## src/tlbr_pkg.sv

```systemverilog
package tlbr_pkg;

   // Configuration register indexes
   localparam logic [2:0] RegStartX    = 3'd0;
   localparam logic [2:0] RegStartY    = 3'd1;
   localparam logic [2:0] RegEndX      = 3'd2;
   localparam logic [2:0] RegEndY      = 3'd3;
   localparam logic [2:0] RegLineWidth = 3'd4;
   localparam logic [2:0] RegClipToBox = 3'd5;

   localparam int CsrAddrW = 3;
   localparam int CsrDataW = 7;
   localparam int XCoordW  = 7;
   localparam int YCoordW  = 6;
   localparam int LineWW   = 6;
   localparam int ReqDataW = 8;
   localparam int RspDataW = 16;

   typedef struct packed {
      logic [XCoordW-1:0] start_x;
      logic [YCoordW-1:0] start_y;
      logic [XCoordW-1:0] end_x;
      logic [YCoordW-1:0] end_y;
      logic [LineWW-1:0]  line_width;
      logic               clip_to_box;
   } cfg_type;

endpackage

```

## src/thick_line_box_scan_rasterizer.sv

```systemverilog
// Thick line raster scanner: one pixel decision per req beat.
// Path: an accepted beat is written into the queue, registered in the product stage
// (stage 1), then compared and held in the output register that drives rsp.
// One beat per cycle unless rsp stalls; a 2-entry queue decouples scan and compare.
// Reset (synchronous, active high): scan restarts at the window origin, queue
// and pipeline empty, registers at defaults (width 1, clipping on).
module thick_line_box_scan_rasterizer #(
   parameter int SCREEN_WIDTH  = 128,
   parameter int SCREEN_HEIGHT = 64
) (
   input  logic                           clock,
   input  logic                           reset,
   // req_tdata: [0] restart
   input  logic                           req_tvalid,
   output logic                           req_tready,
   input  logic [tlbr_pkg::ReqDataW-1:0]  req_tdata,
   // rsp_tdata: [6:0] pixel_x, [12:7] pixel_y, [13] lit, [15:14] zero
   output logic                           rsp_tvalid,
   input  logic                           rsp_tready,
   output logic [tlbr_pkg::RspDataW-1:0]  rsp_tdata,
   output logic                           rsp_tlast,
   input  logic                           csr_wr_en,
   input  logic [tlbr_pkg::CsrAddrW-1:0]  csr_addr,
   input  logic [tlbr_pkg::CsrDataW-1:0]  csr_wr_data
);

   localparam int ColW   = ($clog2(SCREEN_WIDTH) > tlbr_pkg::XCoordW) ?
                           $clog2(SCREEN_WIDTH) : tlbr_pkg::XCoordW;
   localparam int RowW   = ($clog2(SCREEN_HEIGHT) > tlbr_pkg::YCoordW) ?
                           $clog2(SCREEN_HEIGHT) : tlbr_pkg::YCoordW;
   localparam int EntryW = ColW + RowW + 1;

   // Defaults: start_x, start_y, end_x, end_y zero, width 1, clipping on
   localparam tlbr_pkg::cfg_type CfgReset = {7'd0, 6'd0, 7'd0, 6'd0, 6'd1, 1'b1};

   tlbr_pkg::cfg_type cfg_ff, cfg_in;

   // Register writes
   always_comb begin
      cfg_in = cfg_ff;
      if (csr_wr_en) begin
         unique case (csr_addr)
            tlbr_pkg::RegStartX:    cfg_in.start_x     = csr_wr_data[6:0];
            tlbr_pkg::RegStartY:    cfg_in.start_y     = csr_wr_data[5:0];
            tlbr_pkg::RegEndX:      cfg_in.end_x       = csr_wr_data[6:0];
            tlbr_pkg::RegEndY:      cfg_in.end_y       = csr_wr_data[5:0];
            tlbr_pkg::RegLineWidth: cfg_in.line_width  = csr_wr_data[5:0];
            tlbr_pkg::RegClipToBox: cfg_in.clip_to_box = csr_wr_data[0];
            default:                cfg_in = cfg_ff;
         endcase
      end
   end

   always_ff @(posedge clock) begin
      if (reset) begin
         cfg_ff <= CfgReset;
      end else begin
         cfg_ff <= cfg_in;
      end
   end

   logic              q_full, q_not_empty, q_pop, push_valid, push_last;
   logic [ColW-1:0]   push_x;
   logic [RowW-1:0]   push_y;
   logic [EntryW-1:0] q_rd_data;

   tlbr_front #(
      .ScreenW (SCREEN_WIDTH),
      .ScreenH (SCREEN_HEIGHT),
      .ColW    (ColW),
      .RowW    (RowW)
   ) u_front (
      .clock       (clock),
      .reset       (reset),
      .cfg         (cfg_ff),
      .req_valid   (req_tvalid),
      .req_restart (req_tdata[0]),
      .req_ready   (req_tready),
      .q_full      (q_full),
      .push_valid  (push_valid),
      .push_x      (push_x),
      .push_y      (push_y),
      .push_last   (push_last)
   );

   tlbr_fifo #(
      .Width (EntryW),
      .Depth (2)
   ) u_fifo (
      .clock     (clock),
      .reset     (reset),
      .wr_en     (push_valid),
      .wr_data   ({push_last, push_y, push_x}),
      .rd_en     (q_pop),
      .rd_data   (q_rd_data),
      .full      (q_full),
      .not_empty (q_not_empty)
   );

   tlbr_back #(
      .ColW (ColW),
      .RowW (RowW)
   ) u_back (
      .clock      (clock),
      .reset      (reset),
      .cfg        (cfg_ff),
      .q_valid    (q_not_empty),
      .q_x        (q_rd_data[ColW-1:0]),
      .q_y        (q_rd_data[ColW+RowW-1:ColW]),
      .q_last     (q_rd_data[EntryW-1]),
      .q_pop      (q_pop),
      .rsp_tvalid (rsp_tvalid),
      .rsp_tready (rsp_tready),
      .rsp_tdata  (rsp_tdata),
      .rsp_tlast  (rsp_tlast)
   );

endmodule

```

## src/tlbr_fifo.sv

```systemverilog
module tlbr_fifo #(
   parameter int Width = 15,
   parameter int Depth = 2
) (
   input  logic             clock,
   input  logic             reset,
   input  logic             wr_en,
   input  logic [Width-1:0] wr_data,
   input  logic             rd_en,
   output logic [Width-1:0] rd_data,
   output logic             full,
   output logic             not_empty
);

   localparam int PtrW = (Depth > 1) ? $clog2(Depth) : 1;
   localparam int CntW = $clog2(Depth + 1);

   logic [Width-1:0] mem_ff [Depth];
   logic [PtrW-1:0]  wr_ptr_ff, wr_ptr_in;
   logic [PtrW-1:0]  rd_ptr_ff, rd_ptr_in;
   logic [CntW-1:0]  count_ff, count_in;

   assign full      = (count_ff == CntW'(Depth));
   assign not_empty = (count_ff != '0);
   assign rd_data   = mem_ff[rd_ptr_ff];

   // Advance pointers and track fill level
   always_comb begin
      wr_ptr_in = wr_ptr_ff;
      rd_ptr_in = rd_ptr_ff;
      count_in  = count_ff;
      if (wr_en) begin
         wr_ptr_in = (wr_ptr_ff == PtrW'(Depth - 1)) ? '0 : wr_ptr_ff + 1'b1;
      end
      if (rd_en) begin
         rd_ptr_in = (rd_ptr_ff == PtrW'(Depth - 1)) ? '0 : rd_ptr_ff + 1'b1;
      end
      if (wr_en && !rd_en) begin
         count_in = count_ff + 1'b1;
      end else if (!wr_en && rd_en) begin
         count_in = count_ff - 1'b1;
      end
   end

   always_ff @(posedge clock) begin
      if (reset) begin
         wr_ptr_ff <= '0;
         rd_ptr_ff <= '0;
         count_ff  <= '0;
      end else begin
         wr_ptr_ff <= wr_ptr_in;
         rd_ptr_ff <= rd_ptr_in;
         count_ff  <= count_in;
      end
   end

   // Store incoming beat
   always_ff @(posedge clock) begin
      if (wr_en) begin
         mem_ff[wr_ptr_ff] <= wr_data;
      end
   end

`ifndef SYNTH
   a_count_bound: assert property (@(posedge clock) disable iff (reset)
      count_ff <= CntW'(Depth))
      else $error("queue fill level beyond depth");

   a_no_overflow: assert property (@(posedge clock) disable iff (reset)
      full |-> !wr_en)
      else $error("write into full queue");

   a_no_underflow: assert property (@(posedge clock) disable iff (reset)
      !not_empty |-> !rd_en)
      else $error("read from empty queue");
`endif

endmodule

```

## src/tlbr_front.sv

```systemverilog
module tlbr_front #(
   parameter int ScreenW = 128,
   parameter int ScreenH = 64,
   parameter int ColW    = 7,
   parameter int RowW    = 6
) (
   input  logic                 clock,
   input  logic                 reset,
   input  tlbr_pkg::cfg_type    cfg,
   input  logic                 req_valid,
   input  logic                 req_restart,
   output logic                 req_ready,
   input  logic                 q_full,
   output logic                 push_valid,
   output logic [ColW-1:0]      push_x,
   output logic [RowW-1:0]      push_y,
   output logic                 push_last
);

   logic [ColW-1:0] col_ff, col_in;
   logic [RowW-1:0] row_ff, row_in;
   logic            active_ff, active_in;

   logic [ColW-1:0] xlo, xhi, px;
   logic [RowW-1:0] ylo, yhi, py;
   logic            start, wrap, bottom, accept;

   // Window bounds: endpoint box or whole screen
   always_comb begin
      if (cfg.clip_to_box) begin
         xlo = (cfg.start_x < cfg.end_x) ? ColW'(cfg.start_x) : ColW'(cfg.end_x);
         xhi = (cfg.start_x < cfg.end_x) ? ColW'(cfg.end_x) : ColW'(cfg.start_x);
         ylo = (cfg.start_y < cfg.end_y) ? RowW'(cfg.start_y) : RowW'(cfg.end_y);
         yhi = (cfg.start_y < cfg.end_y) ? RowW'(cfg.end_y) : RowW'(cfg.start_y);
      end else begin
         xlo = '0;
         xhi = ColW'(ScreenW - 1);
         ylo = '0;
         yhi = RowW'(ScreenH - 1);
      end
   end

   assign req_ready  = !q_full;
   assign accept     = req_valid && req_ready;
   assign push_valid = accept;

   // Pick current pixel and step the raster position
   always_comb begin
      start     = req_restart || !active_ff;
      px        = start ? xlo : col_ff;
      py        = start ? ylo : row_ff;
      wrap      = (px >= xhi);
      bottom    = (py >= yhi);
      push_x    = px;
      push_y    = py;
      push_last = wrap && bottom;
      col_in    = col_ff;
      row_in    = row_ff;
      active_in = active_ff;
      if (accept) begin
         col_in    = wrap ? xlo : px + 1'b1;
         row_in    = (wrap && !bottom) ? py + 1'b1 : py;
         active_in = !(wrap && bottom);
      end
   end

   always_ff @(posedge clock) begin
      if (reset) begin
         col_ff    <= '0;
         row_ff    <= '0;
         active_ff <= 1'b0;
      end else begin
         col_ff    <= col_in;
         row_ff    <= row_in;
         active_ff <= active_in;
      end
   end

`ifndef SYNTH
   a_end_of_scan: assert property (@(posedge clock) disable iff (reset)
      (accept && push_last) |=> !active_ff)
      else $error("scan still active after last pixel");

   a_mid_scan: assert property (@(posedge clock) disable iff (reset)
      (accept && !push_last) |=> active_ff)
      else $error("scan dropped before last pixel");
`endif

endmodule

```

## src/tlbr_back.sv

```systemverilog
module tlbr_back #(
   parameter int ColW = 7,
   parameter int RowW = 6
) (
   input  logic                           clock,
   input  logic                           reset,
   input  tlbr_pkg::cfg_type              cfg,
   input  logic                           q_valid,
   input  logic [ColW-1:0]                q_x,
   input  logic [RowW-1:0]                q_y,
   input  logic                           q_last,
   output logic                           q_pop,
   output logic                           rsp_tvalid,
   input  logic                           rsp_tready,
   output logic [tlbr_pkg::RspDataW-1:0]  rsp_tdata,
   output logic                           rsp_tlast
);

   localparam int DiffW = ((ColW > RowW) ? ColW : RowW) + 2;
   localparam int ProdW = DiffW + 8;
   localparam int SumW  = ProdW + 1;

   // Slope terms, sign-normalized so the x step is non-negative
   logic signed [7:0]       dx, dxa;
   logic signed [6:0]       dy, dys;
   logic signed [DiffW-1:0] x_s, x0_s, y_s, y0_s, half_lo_s, half_hi_s;
   logic signed [DiffW-1:0] xdiff, ydiff;
   logic signed [ProdW-1:0] p_line, p_low, p_span;
   logic                    vert_lit;

   assign dx  = 8'(cfg.end_x) - 8'(cfg.start_x);
   assign dxa = dx[7] ? -dx : dx;
   assign dy  = 7'(cfg.end_y) - 7'(cfg.start_y);
   assign dys = dx[7] ? -dy : dy;

   assign x_s       = DiffW'(q_x);
   assign x0_s      = DiffW'(cfg.start_x);
   assign y_s       = DiffW'(q_y);
   assign y0_s      = DiffW'(cfg.start_y);
   assign half_lo_s = DiffW'(cfg.line_width >> 1);
   assign half_hi_s = (cfg.line_width == '0) ? -DiffW'(1) :
                      DiffW'((cfg.line_width - 1'b1) >> 1);

   assign xdiff = x_s - x0_s;
   assign ydiff = y_s - y0_s - half_lo_s;

   // Cross-multiplied bounds relative to the start point
   assign p_line = ProdW'(dys) * ProdW'(xdiff);
   assign p_low  = ProdW'(ydiff) * ProdW'(dxa);
   assign p_span = ProdW'(cfg.line_width) * ProdW'(dxa);

   // Vertical line: column band around start_x
   assign vert_lit = ((xdiff + half_hi_s) >= 0) && (xdiff <= half_lo_s);

   // Stage 1 registers
   logic                    s1_valid_ff, s1_valid_in;
   logic [ColW-1:0]         s1_x_ff;
   logic [RowW-1:0]         s1_y_ff;
   logic                    s1_last_ff, s1_vert_ff, s1_vlit_ff;
   logic signed [ProdW-1:0] s1_line_ff, s1_low_ff, s1_span_ff;

   // Output registers
   logic                          rsp_valid_ff, rsp_valid_in;
   logic [tlbr_pkg::RspDataW-1:0] rsp_data_ff, rsp_data_in;
   logic                          rsp_last_ff;

   logic                   out_en, s1_en, lit;
   logic signed [SumW-1:0] high_bound;

   assign out_en = !rsp_valid_ff || rsp_tready;
   assign s1_en  = !s1_valid_ff || out_en;
   assign q_pop  = q_valid && s1_en;

   assign s1_valid_in  = s1_en ? q_valid : s1_valid_ff;
   assign rsp_valid_in = out_en ? s1_valid_ff : rsp_valid_ff;

   // Final compare against the band
   always_comb begin
      high_bound  = SumW'(s1_low_ff) + SumW'(s1_span_ff);
      lit         = s1_vert_ff ? s1_vlit_ff :
                    ((s1_line_ff >= s1_low_ff) && (SumW'(s1_line_ff) < high_bound));
      rsp_data_in = {2'b00, lit, s1_y_ff[tlbr_pkg::YCoordW-1:0],
                     s1_x_ff[tlbr_pkg::XCoordW-1:0]};
   end

   always_ff @(posedge clock) begin
      if (reset) begin
         s1_valid_ff  <= 1'b0;
         rsp_valid_ff <= 1'b0;
      end else begin
         s1_valid_ff  <= s1_valid_in;
         rsp_valid_ff <= rsp_valid_in;
      end
   end

   // Load payloads when each stage moves
   always_ff @(posedge clock) begin
      if (s1_en) begin
         s1_x_ff    <= q_x;
         s1_y_ff    <= q_y;
         s1_last_ff <= q_last;
         s1_vert_ff <= (dx == 8'sd0);
         s1_vlit_ff <= vert_lit;
         s1_line_ff <= p_line;
         s1_low_ff  <= p_low;
         s1_span_ff <= p_span;
      end
      if (out_en) begin
         rsp_data_ff <= rsp_data_in;
         rsp_last_ff <= s1_last_ff;
      end
   end

   assign rsp_tvalid = rsp_valid_ff;
   assign rsp_tdata  = rsp_data_ff;
   assign rsp_tlast  = rsp_last_ff;

`ifndef SYNTH
   a_s1_hold: assert property (@(posedge clock) disable iff (reset)
      (s1_valid_ff && !out_en) |=> s1_valid_ff)
      else $error("stage 1 beat lost under stall");

   a_pop_moves: assert property (@(posedge clock) disable iff (reset)
      q_pop |=> s1_valid_ff)
      else $error("popped beat not captured");
`endif

endmodule
```

## config.mk

```make
export PLATFORM = sky130hd
export DESIGN_NAME = thick_line_box_scan_rasterizer
export DESIGN_NICKNAME = d
export VERILOG_FILES = /design/src/tlbr_pkg.sv /design/src/thick_line_box_scan_rasterizer.sv /design/src/tlbr_fifo.sv /design/src/tlbr_front.sv /design/src/tlbr_back.sv
export SDC_FILE = /design/constraint.sdc
export NUM_CORES = 1
export LEC_CHECK = 0
export ABC_AREA = 1
export BUFFER_PORTS_ARGS = -buffer_cell sky130_fd_sc_hd__buf_2
export CORE_MARGIN = 2
export CORE_UTILIZATION = 45
export CTS_CLUSTER_SIZE = 28
export DETAILED_ROUTE_END_ITERATION = 10
export PLACE_DENSITY = 0.68
export RECOVER_POWER = 50
export SLEW_MARGIN = 5
export SYNTH_ARGS = -nofsm -noshare
export SYNTH_HDL_FRONTEND = slang
export SYNTH_SLANG_ARGS = --single-unit
```

## constraint.sdc

```tcl
create_clock -name clock -period 8.5 [get_ports clock]
set_input_delay 0.85 -clock clock [delete_from_list [all_inputs] [get_ports clock]]
set_output_delay 0.85 -clock clock [all_outputs]
set_load 0.05 [all_outputs]
```

Word-level counts from Yosys, hierarchy flattened
Memory sizes are Yosys's and may differ from the RTL's. A register that Yosys moved wholly into a read port is not among the register bits.
Index checks and enable logic that the tools add are counted.
{"block": "op_classes", "add_sub_neg": 16, "multipliers": 3, "magnitude_cmp": 8, "n_eq_ne": 6, "muxes": 24, "n_reduce_logical": 30}
{"operator": "2-to-1 mux 7 bit", "n": 7}
{"operator": "2-to-1 mux 6 bit", "n": 6}
{"operator": "greater-or-equal comparator 32 x 1 -> 1 bit (second input constant)", "n": 1}
{"operator": "multiplier 7 x 8 -> 15 bit", "n": 2}
{"operator": "adder 17 x 15 -> 18 bit", "n": 1}
{"operator": "less-than comparator 15 x 18 -> 1 bit", "n": 1}
{"operator": "greater-or-equal comparator 15 x 17 -> 1 bit", "n": 1}
{"operator": "multiplier 9 x 8 -> 17 bit", "n": 1}
{"operator": "subtractor 7 x 7 -> 8 bit", "n": 2}
{"operator": "subtractor 6 x 6 -> 7 bit", "n": 2}
{"operator": "AND reduction 2 bit", "n": 6}
{"operator": "adder 8 x 9 -> 10 bit", "n": 1}
{"operator": "2-to-1 mux 9 bit", "n": 1}
{"operator": "<= comparator 8 x 6 -> 1 bit", "n": 1}
{"operator": "logical AND 1 bit", "n": 8}
{"operator": "zero test 1 bit", "n": 8}
{"operator": "zero test 8 bit", "n": 1}
{"operator": "2-to-1 mux 8 bit", "n": 1}
{"operator": "negation 8 bit", "n": 1}
{"operator": "subtractor 7 x 6 -> 8 bit", "n": 1}
{"operator": "adder 7 x 1 -> 7 bit (second input constant)", "n": 1}
{"operator": "greater-or-equal comparator 7 bit", "n": 1}
{"operator": "less-than comparator 7 bit", "n": 1}
{"operator": "2-to-1 mux 1 bit", "n": 7}
{"operator": "17 further kinds", "n": 24}
{"block": "word_totals", "regBits": 131, "ramBits": 28, "wordCells": 112, "memories": 1}
{"name": "u_fifo.mem_ff", "words": 2, "word_bits": 14, "rd": 1, "rd_clocked_by_memory_dff": 1, "wr": 1, "line": "tlbr_fifo.sv:18", "source": "logic [Width-1:0] mem_ff [Depth];"}

Logic depth before layout (Yosys ltp)
{"block": "logic_depth", "ltp_word": 8, "ltp_mapped": 36, "mapped_depth_nobuf": 36}

Modules after synthesis
Synthesis repeated with hierarchy kept, for this count alone.
{"block": "unflattened", "cells_unflattened": 2121, "area_unflattened_um2": 17241.5}
{"mod": "tlbr_back", "n_inst": 1, "cells_per_inst": 1521, "area_per_inst_um2": 12602.1}
{"mod": "tlbr_front", "n_inst": 1, "cells_per_inst": 326, "area_per_inst_um2": 2067.0}
{"mod": "thick_line_box_scan_rasterizer", "n_inst": 1, "cells_per_inst": 198, "area_per_inst_um2": 1336.3}
{"mod": "tlbr_fifo", "n_inst": 1, "cells_per_inst": 76, "area_per_inst_um2": 1236.2}

Least setup slack after synthesis
Ideal clock, no wire load.
{"block": "synth_path", "path_kind": "reg2reg", "from": "register with a tool-made name", "to": "register u_back.s1_low_ff[16] (data pin)", "arrival_time_ns": 6.522, "required_ns": 8.238, "setup_slack_ns": 1.716, "path_stages_with_launch": 34, "n_path_buf": 2, "cell_sequence": "dfxtp_1 clkbuf_1 clkbuf_1 o21ai_0 ha_1 fa_1 xnor2_1 ha_1 a21oi_1 nand2_1 nand2_1 nand2_1 a21oi_1 nand2_1 nand2_1 inv_1 nor2_1 inv_1 fa_1 fa_1 inv_1 fa_1 inv_1 fa_1 inv_1 ha_1 a21oi_1 and2_1 inv_1 a21oi_1 o21ai_0 a21o_1 a21oi_1 xor2_1"}
{"element": "end signal, assigned", "line": "tlbr_back.sv:105", "source": "s1_low_ff <= p_low;"}
{"element": "end, declared", "line": "tlbr_back.sv:60", "source": "logic signed [ProdW-1:0] s1_line_ff, s1_low_ff, s1_span_ff;"}

==> key figures <==
Place
  • Port Buffer Count: 32
  • Hpwl dp: 29670 um
  • Worst slack, placed: 1.070 ns
  • Post-DP Area: 17290 um^2
  • Post-Place Cells: 2442
  • GP Congestion: 0.9063

Layout
  • Register area: 4264 um^2
  • Fin cells: 2474
  • Area grow syn2layout: 7.460%
  • Layout cell share with drive strength beyond 1: 0.05135
  • Nets: 2367
  • Area of the multi-input gates: 10730 um^2
  • Fillers: 3452
  • Fin area: 17860 um^2
  • # diodes: 0

Die
  • Core area: 36520 um^2
  • Die Wd: 196.2 um
  • Die Y: 196.2 um
  • Ports: 42
  • Row count: 70
  • Initial Utilization: 0.4551
  • Total die area: 38490 um^2

Yosys
  • Synth Cell Area: 16620 um^2
  • Yosys cell types: 56
  • Post-synth EDFFs: 106
  • Synthesis warning total: 0
  • Synth Instances: 1967
  • Synth top area share: 0.1915
  • Synth area leaders: edfxtp_1 19%, fa_1 17%, ha_1 16%
  • Count leader, synth: inv_1
  • Seq cells post-synth: 160
  • Post-synthesis sequential area ratio: 0.2566
  • Syn_area_per_cell: 8.449 um^2
  • Ys flop type: edfxtp_1
  • Synth cell count leaders: 389 x inv_1, 270 x nand2_1, 213 x ha_1
  • Leading area contributor after synthesis: edfxtp_1
  • Ys async rst share: 0

CTS
  • TritonCTS clock tree: built
  • H-tree Lvls: 4
  • Clk_lat worst skew: 0.44 ns
  • Clock Sinks: 160
  • TritonCTS buffer count: 17
  • Setup repair bufs after CTS: 0
  • Number of hold buffers added after CTS: 0
  • # resized after CTS: 0
  • Worst-case clock buffer depth: 2
  • Clock transition at path regs: 0.07 ns
  • Clock root buffer: clkbuf_16

Critical path
  • Req. time, crit path: 8.69 ns
  • CP Max Fanout: 17
  • CP Capture Type: register
  • Slowest cell on crit path: dfxtp_1
  • Worst Path Arrival: 7.58 ns
  • Worst setup SP type: register
  • Critical path type: register to register
  • Worst path max stage delay: 0.86 ns

Detailed routing
  • DR WL/cell: 15.02 um
  • Remaining DRCs: 0
  • DRT Pass-1 Iters: 5
  • Initial DRC count: 695
  • Total Wirelength: 37170 um
  • ANT nets after route: 0
  • Vias/cell: 5.153
  • Vias: 12750

Hold path
  • HP Class: register to register

STA
  • Skew final: 0.01810 ns
  • Worst Tran Pin Value: 3.758 ns
  • Fmax: 135.3 MHz
  • RSZ-0062 raised after global routing: false
  • Setup TNS: 0 ns
  • Period utilization: 0.8697
  • Setup-failing EPs final: 0
  • Max-slew violations: 66
  • Final Hold Fails: 0
  • Post-route setup slack: 1.108 ns
  • Slew HR: -1.506
  • Tmin final: 7.392 ns

Global route
  • Global-route congestion overflow total: 0
  • Vias in the first global route: 12980
  • All-Layer GR Usage: 0.2012
  • Largest net degree at the start of global routing: 66
  • First-pass GRT wire length: 62500 um
  • Initial antenna violation count: 0

Outcome
  • Failing checks: capacitance limit, slew limit
  • Status: finished, violations left

Job
  • Max cap viols: 1
[kinds of logic after synthesis]
group / after synthesis / share of synthesized area
AO/OA/AOI/OAI: 323 / 0.1051
XOR/XNOR: 97 / 0.05157
adder cells (fa/ha/maj): 351 / 0.3266
buffers and inverters: 432 / 0.09907
flip-flops: 160 / 0.2566
multiplexers: 11 / 0.007453
other: 1 / 0.0002256
AND/OR/NAND/NOR: 592 / 0.1534
[path summary, 6_finish.rpt]
kind	from	slack, ns	cells past startpoint	end
setup / recovery	register	1.11	28	u_back.s1_low_ff[16]
hold / removal	u_back.s1_x_ff[0]	0.42	0	u_back.rsp_tdata[0]
setup reg to reg	register	1.11	28	u_back.s1_low_ff[16]
hold reg to reg	u_back.s1_x_ff[0]	0.42	0	u_back.rsp_tdata[0]
[worst max-delay path: cells and delay by family (launching register included)]
kind / cells / cell delay (ns)
adders and majority gates: 8 / 3.49
AOI/OAI and AO/OA: 9 / 1.56
DFF: 1 / 0.86
buffers and inverters: 6 / 0.45
xor gates and xnor gates: 2 / 0.40
and+or+nand+nor: 3 / 0.38
[layout make-up]
type,instances,area share
Multi-Input combinational cell,1376,0.6005
Sequential cell,160,0.2388
Inverter,399,0.08386
Tap cell,468,0.03279
Clock buffer,18,0.02459
Timing Repair Buffer,39,0.01037
Clock inverter,14,0.009107
[sequential cells by signal, indices dropped and copies added (netlist names), 2 cells and up, named ones only]
| register | cells |
|---|---|
| u_back.s1_span_ff | 15 |
| cfg_ff | 33 |
| u_back.s1_x_ff | 7 |
| u_back.s1_low_ff | 17 |
| u_fifo.mem_ff | 28 |
| u_front.row_ff | 6 |
| u_front.col_ff | 7 |
| u_back.s1_line_ff | 15 |
| u_back.s1_y_ff | 6 |
| u_fifo.count_ff | 2 |
| u_back.rsp_tdata | 14 |
[cells in the final DEF (no fill, tap or decap), types with 17 or more instances in the layout]
| cell type | netlist | routed |
|---|---|---|
| xor2_1 | 61 | 61 |
| nand2_1 | 270 | 270 |
| fa_1 | 138 | 138 |
| clkbuf_16 | 0 | 17 |
| nor2_1 | 190 | 190 |
| edfxtp_1 | 106 | 106 |
| nand3_1 | 69 | 68 |
| inv_1 | 389 | 389 |
| a21oi_1 | 166 | 166 |
| dfxtp_1 | 54 | 54 |
| xnor2_1 | 35 | 35 |
| o21ai_0 | 98 | 98 |
| clkbuf_1 | 23 | 18 |
| ha_1 | 213 | 213 |
[per-layer routing]
metal / vias up / part of all wire / track usage
li1: 6365 / - / -
met1: 6041 / 0.45 / 0.2535
met2: 288 / 0.49 / 0.3629
met3: 54 / 0.036 / 0.02080
met4: 0 / 0.024 / 0.06285
met5: - / 0 / 0
[stage by stage]
| stage | hold slack [ns] | utilization |
|---|---|---|
| after floorplan | 0.4003 | - |
| after CTS | 0.4219 | 0.4898 |
| after global placement | 0.4066 | 0.4733 |
| after global routing | 0.4235 | 0.4890 |
| after detailed placement | 0.4045 | 0.4733 |
| final | 0.4210 | 0.4890 |
Power is not shown: default switching activity piles up to over one toggle a cycle in this logic, so the estimate is an artifact.
